<file path="config.mk">
export PLATFORM = sky130hd
export DESIGN_NAME = pin_toggle_burst_generator
export DESIGN_NICKNAME = d
export VERILOG_FILES = /design/src/hw/rtl/ptbg_pkg.sv /design/src/hw/rtl/ptbg_cfg.sv /design/src/hw/rtl/ptbg_core.sv /design/src/hw/rtl/pin_toggle_burst_generator.sv
export SDC_FILE = /design/constraint.sdc
export NUM_CORES = 1
export LEC_CHECK = 0
export ABC_AREA = 1
export BUFFER_PORTS_ARGS = -buffer_cell sky130_fd_sc_hd__buf_2
export CAP_MARGIN = 40
export CORE_MARGIN = 1.5
export CORE_UTILIZATION = 46
export CTS_BUF_LIST = sky130_fd_sc_hd__clkbuf_16
export CTS_CLUSTER_SIZE = 28
export DETAILED_ROUTE_END_ITERATION = 8
export GPL_TIMING_DRIVEN = 0
export SLEW_MARGIN = 15
export SYNTH_ARGS = -nofsm -noshare
export SYNTH_HDL_FRONTEND = slang
export SYNTH_SLANG_ARGS = --single-unit
export TNS_END_PERCENT = 50
</file>
<file path="constraint.sdc">
create_clock -name i_clk -period 3 [get_ports i_clk]
set_clock_uncertainty 0.1 [all_clocks]
set_input_delay 0.3 -clock i_clk [delete_from_list [all_inputs] [get_ports i_clk]]
set_output_delay 0.3 -clock i_clk [all_outputs]
set_load 0.02 [all_outputs]
</file>
<file path="src/hw/rtl/ptbg_pkg.sv">
// Shared types and constants for the pin toggle burst generator.
// Holds operation codes, register indexes and the beat structs.
// No dependencies.
`timescale 1ns / 1ps
`default_nettype none

package ptbg_pkg;

    localparam int CFG_IDX_W = 4;

    localparam logic [3:0] OP_TICK         = 4'd0;
    localparam logic [3:0] OP_START        = 4'd1;
    localparam logic [3:0] OP_COUNTED      = 4'd2;
    localparam logic [3:0] OP_DELAYED      = 4'd3;
    localparam logic [3:0] OP_RESTART      = 4'd4;
    localparam logic [3:0] OP_FORCE        = 4'd5;
    localparam logic [3:0] OP_RESUME       = 4'd6;
    localparam logic [3:0] OP_SET_LOW      = 4'd7;
    localparam logic [3:0] OP_SET_HIGH     = 4'd8;
    localparam logic [3:0] OP_BURST_START  = 4'd9;
    localparam logic [3:0] OP_BURST_STOP   = 4'd10;

    localparam logic [CFG_IDX_W-1:0] CFG_LOW_PERIOD   = 4'd0;
    localparam logic [CFG_IDX_W-1:0] CFG_HIGH_PERIOD  = 4'd1;
    localparam logic [CFG_IDX_W-1:0] CFG_START_LEVEL  = 4'd2;
    localparam logic [CFG_IDX_W-1:0] CFG_EDGE_COUNT   = 4'd3;
    localparam logic [CFG_IDX_W-1:0] CFG_WAIT_PERIOD  = 4'd4;
    localparam logic [CFG_IDX_W-1:0] CFG_BURST_ON     = 4'd5;
    localparam logic [CFG_IDX_W-1:0] CFG_BURST_OFF    = 4'd6;
    localparam logic [CFG_IDX_W-1:0] CFG_REST_LEVEL   = 4'd7;

    typedef struct packed {
        logic [31:0] low_period;
        logic [31:0] high_period;
        logic        start_level;
        logic [15:0] edge_count;
        logic [31:0] wait_period;
        logic [31:0] burst_on_period;
        logic [31:0] burst_off_period;
        logic        rest_level;
    } t_cfg;

    localparam t_cfg CFG_RESET = '{
        low_period:       32'd500,
        high_period:      32'd500,
        start_level:      1'b0,
        edge_count:       16'd0,
        wait_period:      32'd0,
        burst_on_period:  32'd0,
        burst_off_period: 32'd0,
        rest_level:       1'b0
    };

    typedef struct packed {
        logic [3:0]  operation;
        logic        level;
        logic [31:0] new_period;
    } t_item;

    typedef struct packed {
        logic        pin_level;
        logic        is_toggling;
        logic        is_waiting;
        logic        is_bursting;
        logic [15:0] remaining_edges;
        logic        edge_counted;
    } t_result;

endpackage

`default_nettype wire

</file>
<file path="src/hw/rtl/ptbg_cfg.sv">
// Configuration register file for the pin toggle burst generator.
// Depends on ptbg_pkg for register indexes and the t_cfg struct.
`timescale 1ns / 1ps
`default_nettype none

module ptbg_cfg
    import ptbg_pkg::*;
(
    input  wire logic                 i_clk,
    input  wire logic                 i_rst_n,
    input  wire logic                 i_cfg_valid,
    input  wire logic [CFG_IDX_W-1:0] i_cfg_index,
    input  wire logic [31:0]          i_cfg_data,
    output      logic                 o_cfg_ready,
    output      t_cfg                 o_cfg
);

    t_cfg r_cfg;

    assign o_cfg_ready = 1'b1;
    assign o_cfg       = r_cfg;

    always_ff @(posedge i_clk) begin
        if (!i_rst_n) begin
            r_cfg <= CFG_RESET;
        end else if (i_cfg_valid) begin
            case (i_cfg_index)
                CFG_LOW_PERIOD:  r_cfg.low_period       <= i_cfg_data;
                CFG_HIGH_PERIOD: r_cfg.high_period      <= i_cfg_data;
                CFG_START_LEVEL: r_cfg.start_level      <= i_cfg_data[0];
                CFG_EDGE_COUNT:  r_cfg.edge_count       <= i_cfg_data[15:0];
                CFG_WAIT_PERIOD: r_cfg.wait_period      <= i_cfg_data;
                CFG_BURST_ON:    r_cfg.burst_on_period  <= i_cfg_data;
                CFG_BURST_OFF:   r_cfg.burst_off_period <= i_cfg_data;
                CFG_REST_LEVEL:  r_cfg.rest_level       <= i_cfg_data[0];
                default: begin
                end
            endcase
        end
    end

endmodule

`default_nettype wire

</file>
<file path="src/hw/rtl/ptbg_core.sv">
// Generator state and the single-pass update for one tick or command beat.
// Depends on ptbg_pkg for operation codes and the beat structs.
`timescale 1ns / 1ps
`default_nettype none

module ptbg_core
    import ptbg_pkg::*;
#(
    parameter int PERIOD_BITS = 32,
    parameter int COUNT_BITS  = 16
) (
    input  wire logic    i_clk,
    input  wire logic    i_rst_n,
    input  wire logic    i_step,
    input  wire t_item   i_item,
    input  wire t_cfg    i_cfg,
    output      t_result o_result
);

    localparam int PB = PERIOD_BITS;
    localparam int EB = (COUNT_BITS < 16) ? COUNT_BITS : 16;

    logic          r_out_level, r_phase_high, r_toggling, r_counting, r_waiting;
    logic          r_bursting, r_ever_started, r_burst_phase_on, r_first_counted;
    logic [PB-1:0] r_edge_timer, r_wait_timer, r_burst_timer;
    logic [PB-1:0] r_active_low, r_active_high;
    logic [EB-1:0] r_edges_left;

    logic          n_out_level, n_phase_high, n_toggling, n_counting, n_waiting;
    logic          n_bursting, n_ever_started, n_burst_phase_on, n_first_counted;
    logic [PB-1:0] n_edge_timer, n_wait_timer, n_burst_timer;
    logic [PB-1:0] n_active_low, n_active_high;
    logic [EB-1:0] n_edges_left;

    logic          do_begin, begin_counted, begin_load, counted_edge;
    logic [PB-1:0] edge_per, burst_per;

    function automatic logic [PB-1:0] bump(input logic [PB-1:0] t);
        return (&t) ? t : t + 1'b1;
    endfunction

    always_comb begin
        n_out_level      = r_out_level;
        n_phase_high     = r_phase_high;
        n_toggling       = r_toggling;
        n_counting       = r_counting;
        n_waiting        = r_waiting;
        n_bursting       = r_bursting;
        n_ever_started   = r_ever_started;
        n_burst_phase_on = r_burst_phase_on;
        n_first_counted  = r_first_counted;
        n_edge_timer     = r_edge_timer;
        n_wait_timer     = r_wait_timer;
        n_burst_timer    = r_burst_timer;
        n_active_low     = r_active_low;
        n_active_high    = r_active_high;
        n_edges_left     = r_edges_left;
        do_begin         = 1'b0;
        begin_counted    = 1'b0;
        begin_load       = 1'b0;
        counted_edge     = 1'b0;
        edge_per         = r_phase_high ? r_active_high : r_active_low;
        burst_per        = r_burst_phase_on ? i_cfg.burst_on_period[PB-1:0]
                                            : i_cfg.burst_off_period[PB-1:0];

        case (i_item.operation)
            OP_TICK: begin
                if (r_toggling) begin
                    n_edge_timer = bump(r_edge_timer);
                    if (n_edge_timer >= edge_per) begin
                        n_out_level  = !r_out_level;
                        n_phase_high = !r_phase_high;
                        n_edge_timer = '0;
                        if (r_counting) begin
                            counted_edge = 1'b1;
                            if (r_edges_left != '0) begin
                                n_edges_left = r_edges_left - 1'b1;
                            end
                            if (n_edges_left == '0) begin
                                n_toggling = 1'b0;
                            end
                        end
                    end
                end
                if (r_waiting) begin
                    n_wait_timer = bump(r_wait_timer);
                    if (n_wait_timer >= i_cfg.wait_period[PB-1:0]) begin
                        do_begin = 1'b1;
                    end
                end
            end
            OP_START: begin
                do_begin   = 1'b1;
                begin_load = 1'b1;
            end
            OP_COUNTED: begin
                do_begin      = 1'b1;
                begin_load    = 1'b1;
                begin_counted = 1'b1;
            end
            OP_DELAYED: begin
                n_active_low  = i_cfg.low_period[PB-1:0];
                n_active_high = i_cfg.high_period[PB-1:0];
                n_out_level   = i_cfg.start_level;
                n_phase_high  = i_cfg.start_level;
                n_toggling    = 1'b0;
                n_waiting     = 1'b1;
                n_wait_timer  = '0;
            end
            OP_RESTART: begin
                do_begin      = r_ever_started;
                begin_counted = r_first_counted;
            end
            OP_FORCE: begin
                n_out_level = i_item.level;
                n_toggling  = 1'b0;
            end
            OP_RESUME: begin
                if (r_ever_started) begin
                    n_toggling = 1'b1;
                end
            end
            OP_SET_LOW: begin
                if (r_toggling) begin
                    n_active_low = i_item.new_period[PB-1:0];
                end
            end
            OP_SET_HIGH: begin
                if (r_toggling) begin
                    n_active_high = i_item.new_period[PB-1:0];
                end
            end
            OP_BURST_START: begin
                n_active_low     = i_cfg.low_period[PB-1:0];
                n_active_high    = i_cfg.high_period[PB-1:0];
                n_bursting       = 1'b1;
                n_burst_phase_on = 1'b1;
                n_burst_timer    = '0;
                n_toggling       = 1'b1;
                n_out_level      = i_cfg.rest_level;
                n_phase_high     = i_cfg.rest_level;
                n_edge_timer     = '0;
            end
            OP_BURST_STOP: begin
                n_bursting  = 1'b0;
                n_toggling  = 1'b0;
                n_out_level = i_item.level;
            end
            default: begin
            end
        endcase

        if (do_begin) begin
            if (begin_load) begin
                n_active_low  = i_cfg.low_period[PB-1:0];
                n_active_high = i_cfg.high_period[PB-1:0];
            end
            n_out_level     = i_cfg.start_level;
            n_phase_high    = i_cfg.start_level;
            n_edge_timer    = '0;
            n_toggling      = 1'b1;
            n_ever_started  = 1'b1;
            n_waiting       = 1'b0;
            n_counting      = begin_counted;
            n_first_counted = begin_counted;
            if (begin_counted) begin
                n_edges_left = i_cfg.edge_count[EB-1:0];
            end
        end

        if (i_item.operation == OP_TICK && r_bursting) begin
            n_burst_timer = bump(r_burst_timer);
            if (n_burst_timer >= burst_per) begin
                n_burst_phase_on = !r_burst_phase_on;
                n_burst_timer    = '0;
                n_toggling       = !r_burst_phase_on;
                if (!r_burst_phase_on) begin
                    n_edge_timer = '0;
                    n_phase_high = n_out_level;
                end else begin
                    n_out_level  = i_cfg.rest_level;
                    n_phase_high = i_cfg.rest_level;
                end
            end
        end
    end

    assign o_result = '{
        pin_level:       n_out_level,
        is_toggling:     n_toggling,
        is_waiting:      n_waiting,
        is_bursting:     n_bursting,
        remaining_edges: 16'(n_edges_left),
        edge_counted:    counted_edge
    };

    always_ff @(posedge i_clk) begin
        if (!i_rst_n) begin
            r_out_level      <= 1'b0;
            r_phase_high     <= 1'b0;
            r_toggling       <= 1'b0;
            r_counting       <= 1'b0;
            r_waiting        <= 1'b0;
            r_bursting       <= 1'b0;
            r_ever_started   <= 1'b0;
            r_burst_phase_on <= 1'b0;
            r_first_counted  <= 1'b0;
            r_edge_timer     <= '0;
            r_wait_timer     <= '0;
            r_burst_timer    <= '0;
            r_active_low     <= '0;
            r_active_high    <= '0;
            r_edges_left     <= '0;
        end else if (i_step) begin
            r_out_level      <= n_out_level;
            r_phase_high     <= n_phase_high;
            r_toggling       <= n_toggling;
            r_counting       <= n_counting;
            r_waiting        <= n_waiting;
            r_bursting       <= n_bursting;
            r_ever_started   <= n_ever_started;
            r_burst_phase_on <= n_burst_phase_on;
            r_first_counted  <= n_first_counted;
            r_edge_timer     <= n_edge_timer;
            r_wait_timer     <= n_wait_timer;
            r_burst_timer    <= n_burst_timer;
            r_active_low     <= n_active_low;
            r_active_high    <= n_active_high;
            r_edges_left     <= n_edges_left;
        end
    end

endmodule

`default_nettype wire

</file>
<file path="src/hw/rtl/pin_toggle_burst_generator.sv">
// A beat is held in the input register, loaded on accept, then in the result
// register, loaded when the core steps. Throughput: one beat per cycle while
// the output is not stalled; the single-pass state update sets the rate.
// Reset (synchronous, active low) clears all generator state and valid flags
// and loads the register defaults.
// Top level; depends on ptbg_pkg, ptbg_cfg and ptbg_core.
`timescale 1ns / 1ps
`default_nettype none

module pin_toggle_burst_generator
    import ptbg_pkg::*;
#(
    parameter int PERIOD_BITS = 32,
    parameter int COUNT_BITS  = 16
) (
    input  wire logic                 i_clk,
    input  wire logic                 i_rst_n,

    input  wire logic                 i_in_valid,
    output      logic                 o_in_stall,
    input  wire logic [3:0]           i_operation,
    input  wire logic                 i_level,
    input  wire logic [31:0]          i_new_period,

    output      logic                 o_out_valid,
    input  wire logic                 i_out_stall,
    output      logic                 o_pin_level,
    output      logic                 o_is_toggling,
    output      logic                 o_is_waiting,
    output      logic                 o_is_bursting,
    output      logic [15:0]          o_remaining_edges,
    output      logic                 o_edge_counted,

    input  wire logic                 i_cfg_valid,
    output      logic                 o_cfg_ready,
    input  wire logic [CFG_IDX_W-1:0] i_cfg_index,
    input  wire logic [31:0]          i_cfg_data
);

    t_cfg    cfg;
    t_item   r_item;
    t_result result;
    t_result r_result;
    logic    r_in_valid;
    logic    r_out_valid;
    logic    advance;

    assign advance    = r_in_valid && (!r_out_valid || !i_out_stall);
    assign o_in_stall = r_in_valid && !advance;

    ptbg_cfg u_cfg (
        .i_clk       (i_clk),
        .i_rst_n     (i_rst_n),
        .i_cfg_valid (i_cfg_valid),
        .i_cfg_index (i_cfg_index),
        .i_cfg_data  (i_cfg_data),
        .o_cfg_ready (o_cfg_ready),
        .o_cfg       (cfg)
    );

    ptbg_core #(
        .PERIOD_BITS (PERIOD_BITS),
        .COUNT_BITS  (COUNT_BITS)
    ) u_core (
        .i_clk    (i_clk),
        .i_rst_n  (i_rst_n),
        .i_step   (advance),
        .i_item   (r_item),
        .i_cfg    (cfg),
        .o_result (result)
    );

    always_ff @(posedge i_clk) begin
        if (!i_rst_n) begin
            r_in_valid <= 1'b0;
        end else if (!o_in_stall) begin
            r_in_valid <= i_in_valid;
        end
    end

    always_ff @(posedge i_clk) begin
        if (i_in_valid && !o_in_stall) begin
            r_item <= '{operation: i_operation, level: i_level, new_period: i_new_period};
        end
    end

    always_ff @(posedge i_clk) begin
        if (!i_rst_n) begin
            r_out_valid <= 1'b0;
        end else if (advance) begin
            r_out_valid <= 1'b1;
        end else if (!i_out_stall) begin
            r_out_valid <= 1'b0;
        end
    end

    always_ff @(posedge i_clk) begin
        if (advance) begin
            r_result <= result;
        end
    end

    assign o_out_valid       = r_out_valid;
    assign o_pin_level       = r_result.pin_level;
    assign o_is_toggling     = r_result.is_toggling;
    assign o_is_waiting      = r_result.is_waiting;
    assign o_is_bursting     = r_result.is_bursting;
    assign o_remaining_edges = r_result.remaining_edges;
    assign o_edge_counted    = r_result.edge_counted;

endmodule

`default_nettype wire

</file>
==> summary by stage, run 1 <==
Global routing
The initial antenna violation count is 5. Entering global routing, the biggest net connects 22 pins. The total overflow reported by the global router is 0. The overall fraction of global-route tracks in use is 34.2%. The number of global-route vias before repair is 24,000. The first global-routing pass estimated 141,000 microns of wire.

Timing
The final number of setup-violating endpoints is 107. After routing, the total negative slack on setup checks comes to -81,860 ps. The final critical path takes up 132% of the cycle.

The number of pins with negative max-slew slack in the final report is 0. The achievable frequency is 252 MHz. Across all setup checks in the final design, the least slack found is -963 ps. At the pin with the least slew margin, the transition time is 983 ps. Measured against its own limit, the worst slew margin works out to 34.4%. For the finished layout, the period the worst path requires is 3960 ps.

Setup repair after global routing could not meet its margin everywhere. The hold violation total from the final report is 0.

Pwr
Total power for the finished layout comes to 13,900 uW. The static leakage is 0.0118 uW. IR analysis of the VDD net gives a maximum drop of 0.000423 V. Dividing total power by cell area gives a power density of 465 nW/um^2.

Worst setup path
The critical path is of the reg -> reg type. The number of cells on the worst reg-to-reg path is 27. The largest single stage delay on the critical path is 370 ps.

The worst-path maximum fanout is 6. The data required time at the worst endpoint is 3440 ps. The worst setup path is launched from a register. The worst setup slack for register-to-register paths is -960 ps. The slowest stage of the critical path is the sky130_fd_sc_hd__dfxtp_4 cell. The data arrival time of the critical path is 4400 ps. The number of buffers and inverters on the critical path is 6.

The critical path runs through a total of 27 cells. The worst setup path is captured at a register. Grouping stages by cell kind, the critical path spends the most delay in simple AND/OR/NAND/NOR gates.

Placed design
The final weighted congestion of routability-driven global placement is 1.01. The count of input and output buffers is 99. Before CTS, the worst setup slack after placement is -1320 ps.

The detailed placement HPWL is 70,300 microns.

Drt
The routed wirelength normalized by instance count is 21.5 microns. The iteration count of the initial detailed-routing pass is 6. In this run, the number of DRC markers left after iteration 0 of detailed routing was 2,295. The DRC violation count after routing is 0.

The wire length reported by the detailed router is 94,900 microns. The detail route stage leaves a number of antenna-violating nets equal to 0. Dividing the detail-routed via count by the number of cells gives 5.75. The via count is 25,400.

Job
Max-cap violations in this run came to 0.

Status
The flow ran to the end, but the final reports show violations. The checks that failed: setup timing.

Clocking
At the later pin of the worst-skew pair, clock insertion delay measures 620 ps. The maximum clock insertion buffer count is 3. The root buffer cell is sky130_fd_sc_hd__clkbuf_16. The number of sinks driven by the clock tree is 422. Clock tree synthesis inserted a total of 49 buffers. The clock-pin slew reported for the worst setup and hold paths after clock tree synthesis is 60 ps. The H-tree depth is 2.

The TritonCTS clock tree is yes.

Floorplanning
The region available for standard cell placement spans 52,400 sq um. The die is 233 microns wide. The height of the die is 233 microns. The die covers 54,300 sq um. The cell row count is 84. For this design the top-level I/O count stands at 102. For this configuration, the core starts out at a cell density of 46.4%.

Synthesis
In the synthesized netlist, the number of instances is 3,384. The area of the mapped netlist is 24,300 sq um. The share of synthesized registers carrying an async set or reset is 0%. Summing the sequential cell areas from Yosys gives 37.1% of the chip area. The flip-flop cell with the highest count after synthesis is sky130_fd_sc_hd__dfxtp_1. The commonest cells after synthesis are sky130_fd_sc_hd__nand2_1, sky130_fd_sc_hd__inv_1, sky130_fd_sc_hd__dfxtp_1, sky130_fd_sc_hd__nor2_1, sky130_fd_sc_hd__a21oi_1.

The mean instance size in the synthesized netlist is 7.19 sq um. Counting flops and latches in the post-synthesis netlist gives 422. The number of enable flip-flop cells after synthesis is 58. For this run, the number of Yosys warnings is 0. Synthesis instantiated 56 different standard cells from the library.

After synthesis, the cell types taking the most area are sky130_fd_sc_hd__dfxtp_1, sky130_fd_sc_hd__nand2_1, sky130_fd_sc_hd__a21oi_1. The post-synthesis net count is 3,563. Yosys instantiated no cell more often than sky130_fd_sc_hd__nand2_1. The top-area cell type share of the netlist area is 29.9%.

The dominant cell type by area after synthesis is sky130_fd_sc_hd__dfxtp_1.

Hold path
The worst hold path was traced through 4 stages. The min-delay analysis places its worst path in the category in -> reg.

Finish
The ratio of cells with drive above 1 in the final layout is 16.2%. The filler cells instantiated in the layout total 5,019. For this run, the share of the core covered by cells in the final layout is 57.0%. Relative to the synthesized area, the layout overhead comes to 22.7%. For this run, the post-layout net count is 3,867.
==> path summary, 6_finish.rpt <==
path | startpoint | to
max | u_core.r_wait_timer[1]$_SDFFE_PN0P_ | u_core.r_edge_timer[14]$_SDFFE_PN0P_
max reg2reg | u_core.r_wait_timer[1]$_SDFFE_PN0P_ | u_core.r_edge_timer[14]$_SDFFE_PN0P_
min reg2reg | u_cfg.o_cfg[76]$_SDFFE_PN0P_ | u_cfg.o_cfg[76]$_SDFFE_PN0P_
min | i_cfg_index[0] | u_cfg.o_cfg[113]$_SDFFE_PN0P_
==> repair_timing <==
item / CTS / global route
pin swaps: 36 / 62
gates cloned: 5 / 3
setup buffers: 46 / 16
endpoints found under the hold margin: 93 / 0
gates resized for setup: 169 / 126
hold buffers: 75 / 0
setup endpoints to repair: 107 / 119
==> worst register-to-register path: stages, from the launching register on <==
cell	delay [ps]
sky130_fd_sc_hd__dfxtp_4	370
sky130_fd_sc_hd__ha_4	150
sky130_fd_sc_hd__nand2_4	60
sky130_fd_sc_hd__nor3_4	190
sky130_fd_sc_hd__inv_2	80
sky130_fd_sc_hd__nor2_4	110
sky130_fd_sc_hd__inv_2	70
sky130_fd_sc_hd__nor2_4	130
sky130_fd_sc_hd__nand2_2	70
sky130_fd_sc_hd__buf_4	140
sky130_fd_sc_hd__nor2_4	80
sky130_fd_sc_hd__nand3_2	80
sky130_fd_sc_hd__xnor2_2	160
sky130_fd_sc_hd__ha_1	290
sky130_fd_sc_hd__nand2_1	90
sky130_fd_sc_hd__nor2_2	40
sky130_fd_sc_hd__nand4_1	180
sky130_fd_sc_hd__inv_1	80
sky130_fd_sc_hd__a21oi_2	240
sky130_fd_sc_hd__nand3_4	200
sky130_fd_sc_hd__nand2_4	140
sky130_fd_sc_hd__nand2_8	80
sky130_fd_sc_hd__a21oi_4	150
sky130_fd_sc_hd__inv_2	80
sky130_fd_sc_hd__nor2_8	200
sky130_fd_sc_hd__buf_6	160
sky130_fd_sc_hd__nand2_1	70
sky130_fd_sc_hd__a21oi_2	110
==> kinds of logic after synthesis <==
kind of cell / synth area share (%)
DFF: 37.1
buffers and inverters: 9.32
adders and majority gates: 5.19
muxes: 1.32
and+or+nand+nor: 21.0
AOI/OAI and AO/OA: 22.9
other: 0.0154
xor gates and xnor gates: 3.25
==> per-stage QoR <==
| stage | hold WS [ps] | area [sq um] | std cells |
|---|---|---|---|
| floorplan | 299 | 24400 | 3384 |
| global placement | 348 | 25800 | 4171 |
| detailed placement | 355 | 25900 | 4180 |
| CTS | 0.949 | 29300 | 4394 |
| global route | 28.0 | 29900 | 4415 |
| finish | 38.9 | 29900 | 4416 |
==> flip-flops by register name (all words and copies together) (netlist names), 16 cells and up <==
name                  count
u_core.r_burst_timer     32
u_cfg.o_cfg             178
u_core.r_active_high     32
u_core.r_active_low      32
u_core.r_edge_timer      32
r_item                   37
u_core.r_wait_timer      32
o_remaining_edges        16
u_core.r_edges_left      16
==> cell usage in the layout, fill, tap and decap left out, types with 33 or more instances in the layout <==
master	synthesis	layout
sky130_fd_sc_hd__nand2_1	607	571
sky130_fd_sc_hd__inv_1	374	362
sky130_fd_sc_hd__a21oi_1	354	340
sky130_fd_sc_hd__nor2_1	357	332
sky130_fd_sc_hd__dfxtp_1	364	324
sky130_fd_sc_hd__o21ai_0	308	303
sky130_fd_sc_hd__clkbuf_1	148	139
sky130_fd_sc_hd__buf_2	20	111
sky130_fd_sc_hd__ha_1	101	95
sky130_fd_sc_hd__o211ai_1	83	83
sky130_fd_sc_hd__dlygate4sd3_1	0	75
sky130_fd_sc_hd__xor2_1	66	65
sky130_fd_sc_hd__buf_4	4	62
sky130_fd_sc_hd__edfxtp_1	58	58
sky130_fd_sc_hd__clkbuf_16	0	52
sky130_fd_sc_hd__nand3_1	61	49
sky130_fd_sc_hd__nor3_1	52	41
sky130_fd_sc_hd__a211oi_1	40	39
sky130_fd_sc_hd__a31oi_1	36	36
sky130_fd_sc_hd__o21ai_1	34	33
==> routing by layer <==
| metal | vias to the layer above | part of all wire (%) | track usage [%] | wire length (microns) |
|---|---|---|---|---|
| met4 | 6 | 5.0 | 15.4 | 4740 |
| met2 | 1115 | 46 | 57.3 | 44100 |
| met3 | 266 | 7.3 | 5.03 | 6940 |
| li1 | 12000 | - | - | - |
| met1 | 12000 | 41 | 43.3 | 39000 |
| met5 | - | 0.048 | 0 | 46 |
==> report_power, final <==
| part | leakage, uW | switching, uW | internal (uW) |
|---|---|---|---|
| logic | 0.00750 | 1280 | 563 |
| clock network | 0.000802 | 2630 | 3460 |
| registers | 0.00354 | 89.8 | 5870 |
==> cell type report <==
class / instances / area, sq um / share of cell area [%]
multi-input combinational: 2381 / 13900 / 46.7
sequential: 422 / 9110 / 30.5
timing repair buffer: 253 / 1990 / 6.67
inverter: 395 / 1500 / 5.01
clock buffer: 50 / 1250 / 4.19
buffer: 186 / 878 / 2.94
tap: 688 / 861 / 2.88
clock inverter: 39 / 337 / 1.13
antenna: 2 / 5.00 / 0.0168
(Power assumes the default switching activity.)
==> inputs of run 2 (changes only) <==
--- a/config.mk
+++ b/config.mk
@@ -11,5 +11,4 @@
 export CORE_MARGIN = 1.5
 export CORE_UTILIZATION = 46
-export CTS_BUF_LIST = sky130_fd_sc_hd__clkbuf_16
 export CTS_CLUSTER_SIZE = 28
 export DETAILED_ROUTE_END_ITERATION = 8
==> constraint.sdc (replaced) <==
create_clock -name i_clk -period 3 [get_ports i_clk]
set_clock_uncertainty 0.1 [all_clocks]
set_input_delay 0.45 -clock i_clk [delete_from_list [all_inputs] [get_ports i_clk]]
set_output_delay 0.45 -clock i_clk [all_outputs]
set_load 0.02 [all_outputs]
==> run 2 against run 1 <==
Clock power up 5.1%. Global-route usage down 0.11 points. Register-to-register slack better by 50 ps. Critical endpoint unchanged. The run still ends with setup timing left. First-iteration DRC count up 6.6%. Sequential power about the same. Highest routed layer unchanged.
==> summary by stage, run 2 (synthesis gave the netlist of run 1 again) <==
Placed design
The detailed placement HPWL is 70,300 microns. The count of input and output buffers is 99. The final weighted congestion of routability-driven global placement is 1.01. After detailed placement, the design holds a cell count of 4,180. The pre-CTS setup slack is -1320 ps.

Pwr
Overall power consumption after layout is estimated at 14,200 uW. The power density relative to cell area is 474 nW/um^2. The maximum ir drop on the vdd rail is 0.000429 V. The analysis attributes to cell leakage a power of 0.0119 uW.

Timing
The number of pins with negative max-slew slack in the final report was 0. The slew at the pin closest to its max-slew limit is 930 ps. The portion of the clock cycle consumed by the worst path in the final layout is 130%. Headroom to the max-slew limit came out at 38.0%. The tightest hold path in the finished design has a slack of 63.2 ps. Setup slack on the critical path of the routed design comes to -909 ps.

The hold violation total from the final report is 0. After layout, the minimum clock period comes to 3910 ps. The final number of setup-violating endpoints is 107. The achievable frequency is 256 MHz. Setup repair after global routing could not meet its margin everywhere.

Clocking
The longest clock path from root to sink contains 3 buffers. After clock tree synthesis, the clock-pin slew on the worst setup and hold paths is 60 ps. Counting every sink on the clock net gives 422. Buffers inserted during clock tree synthesis total 49.

The root buffer cell is sky130_fd_sc_hd__clkbuf_16. The TritonCTS clock tree is yes. For the worst-skew pair, the clock arrives at the later sink with an insertion delay of 630 ps.

The clock tree synthesis step divided the H-tree into 2 levels.

Worst setup path
The slowest stage of the critical path belongs to the cell sky130_fd_sc_hd__dfxtp_4. The total number of cells along the worst setup path is 27. Together, buffers and inverters on the worst path number 6. At the worst endpoint, the required time is 3440 ps.

The worst setup path is captured at a register. The worst setup path is launched from a register. The largest single stage delay on the critical path is 360 ps. The path type of the worst setup path is reg -> reg. Data arrives at the worst endpoint at 4350 ps.

The number of cells on the worst reg-to-reg path is 27. Of all nets on the critical path, the largest fanout is 6. The family with the most delay on the worst path is simple AND/OR/NAND/NOR gates.

Finish
Leaving out fill and tap cells, the most frequent cells in the layout are sky130_fd_sc_hd__nand2_1, sky130_fd_sc_hd__inv_1, sky130_fd_sc_hd__a21oi_1. The multi-input combinational cells in the finished layout cover a total of 14,200 sq um. After filler insertion, the fill cell instance count of the layout stands at 4,992. The final-stage net count is 3,841. The sequential cell area in the final layout is 9110 sq um. The area added between synthesis and finish is 23.2%. Leaving out fill and tap cells, the most frequent cell in the layout is sky130_fd_sc_hd__nand2_1. In the final layout, the share of cells above drive strength 1 is 18.2%. The finished layout holds 4,390 standard cells, fillers aside. The register with the most flip-flops in the layout has 178 of them.

Global routing
The first global-routing pass estimated 140,000 microns of wire. The initial antenna violation count is 4. The total overflow reported by the global router is 0.

The number of global-route vias before repair is 23,700. Entering global routing, the biggest net connects 22 pins. Across every metal layer, demand over resource in global routing totals 34.1%.

Hold path
In this run the worst hold path is classified as in -> reg. The number of cells traversed by the worst hold path is 3.

Drt
Using the TritonRoute via totals, the vias-per-cell ratio works out to 5.78. The initial DRC count is 2,447. The iteration count of the initial detailed-routing pass is 6. For this run, design rule violations remaining after detail routing come to 0. The via count is 25,400. For this block, the routed nets add up to 94,700 microns of wire. The routed wirelength normalized by instance count is 21.6 microns. The number of nets with antenna violations after detailed routing is 0.

Floorplanning
The core footprint is 52,400 sq um. Once the floorplan was initialized, standard cells occupied 46.4% of the core. The die covers 54,300 sq um. The initialized floorplan defines 84 standard-cell rows. The die extent in x is 233 microns. The total I/O pin count is 102. Measured along the y axis, the die boundary spans 233 microns.

Status
The run finished, with violations left. The final reports fail on setup timing.

Job
The max-capacitance violation count is 0.
## run 2: changes by cell type in the layout (fill, tap and decap cells not counted), sizes merged
| cell | change |
|---|---|
| buf | +11 |
| clkbuf | +15 |
| clkinv | -9 |
| dlygate4sd3 | -37 |
| inv | -6 |
## run 2: what timing repair did
action | CTS | global route
pin swaps | 35 | 64
hold buffers | 38 | 0
endpoints found under the setup margin | 107 | 119
cloned | 6 | 1
buffers inserted | 46 | 29
gates resized for setup | 175 | 191
endpoints found under the hold margin | 38 | 0
## run 2: metrics by stage
step | setup TNS [ps] | utilization [%] | area, sq um
detailed placement | -111730 | 49.5 | 25900
global route | -98640 | 57.2 | 30000
CTS | -76240 | 55.4 | 29100
finish | -78650 | 57.2 | 30000
global placement | -116450 | 49.2 | 25800
floorplan | -13190 | - | 24400
## run 2: where the power goes
part           total (uW)  switching [uW]  leakage [uW]  internal, uW
Clock                6410            2650      0.000845          3760
Combinational        1840            1290       0.00751           549
Sequential           5960            90.5       0.00354          5870
Total               14200            4040        0.0119         10200
## run 2: final timing paths
| check | from | end | slack, ps |
|---|---|---|---|
| max reg2reg | u_core.r_wait_timer[1]$_SDFFE_PN0P_ | u_core.r_edge_timer[14]$_SDFFE_PN0P_ | -910 |
| min | i_out_stall | o_out_valid$_SDFFE_PN0P_ | 60 |
| min reg2reg | u_cfg.o_cfg[76]$_SDFFE_PN0P_ | u_cfg.o_cfg[76]$_SDFFE_PN0P_ | 360 |
| max | u_core.r_wait_timer[1]$_SDFFE_PN0P_ | u_core.r_edge_timer[14]$_SDFFE_PN0P_ | -910 |
## run 2: worst register-to-register path, stage by stage, from the launching register on
cell and delay (ps):
sky130_fd_sc_hd__dfxtp_4 360, sky130_fd_sc_hd__ha_4 140, sky130_fd_sc_hd__nand2_4 60, sky130_fd_sc_hd__nor3_4 140, sky130_fd_sc_hd__inv_2 80, sky130_fd_sc_hd__nor2_4 130
sky130_fd_sc_hd__inv_2 70, sky130_fd_sc_hd__nor2_4 110, sky130_fd_sc_hd__nand2_2 70, sky130_fd_sc_hd__buf_4 140, sky130_fd_sc_hd__nor2_4 80, sky130_fd_sc_hd__nand3_2 80
sky130_fd_sc_hd__xnor2_2 160, sky130_fd_sc_hd__ha_1 290, sky130_fd_sc_hd__nand2_1 70, sky130_fd_sc_hd__nor2_1 50, sky130_fd_sc_hd__nand4_1 190, sky130_fd_sc_hd__inv_1 110
sky130_fd_sc_hd__a21oi_4 210, sky130_fd_sc_hd__nand3_4 180, sky130_fd_sc_hd__nand2_4 140, sky130_fd_sc_hd__nand2_8 80, sky130_fd_sc_hd__a21oi_4 140, sky130_fd_sc_hd__inv_2 80
sky130_fd_sc_hd__nor2_8 210, sky130_fd_sc_hd__buf_6 180, sky130_fd_sc_hd__nand2_2 60, sky130_fd_sc_hd__a21oi_2 130
## run 2: cell type report
type / count / share of cell area [%]
well taps: 688 / 2.87
clock buffers: 65 / 4.73
repair buffers: 227 / 5.82
clock inverters: 24 / 0.934
multi-input cells: 2381 / 47.3
inverters: 395 / 5.03
plain buffers: 186 / 2.93
diodes: 2 / 0.0167
flip-flops and latches: 422 / 30.4
## run 2: layer usage
layer  share of wire [%]  global-route usage [%]  routed length, microns
met1                  40                    43.4                   38200
met2                  47                    56.8                   44500
met3                 8.1                    5.25                    7710
met4                 4.4                    15.2                    4160
met5               0.031                       0                      29
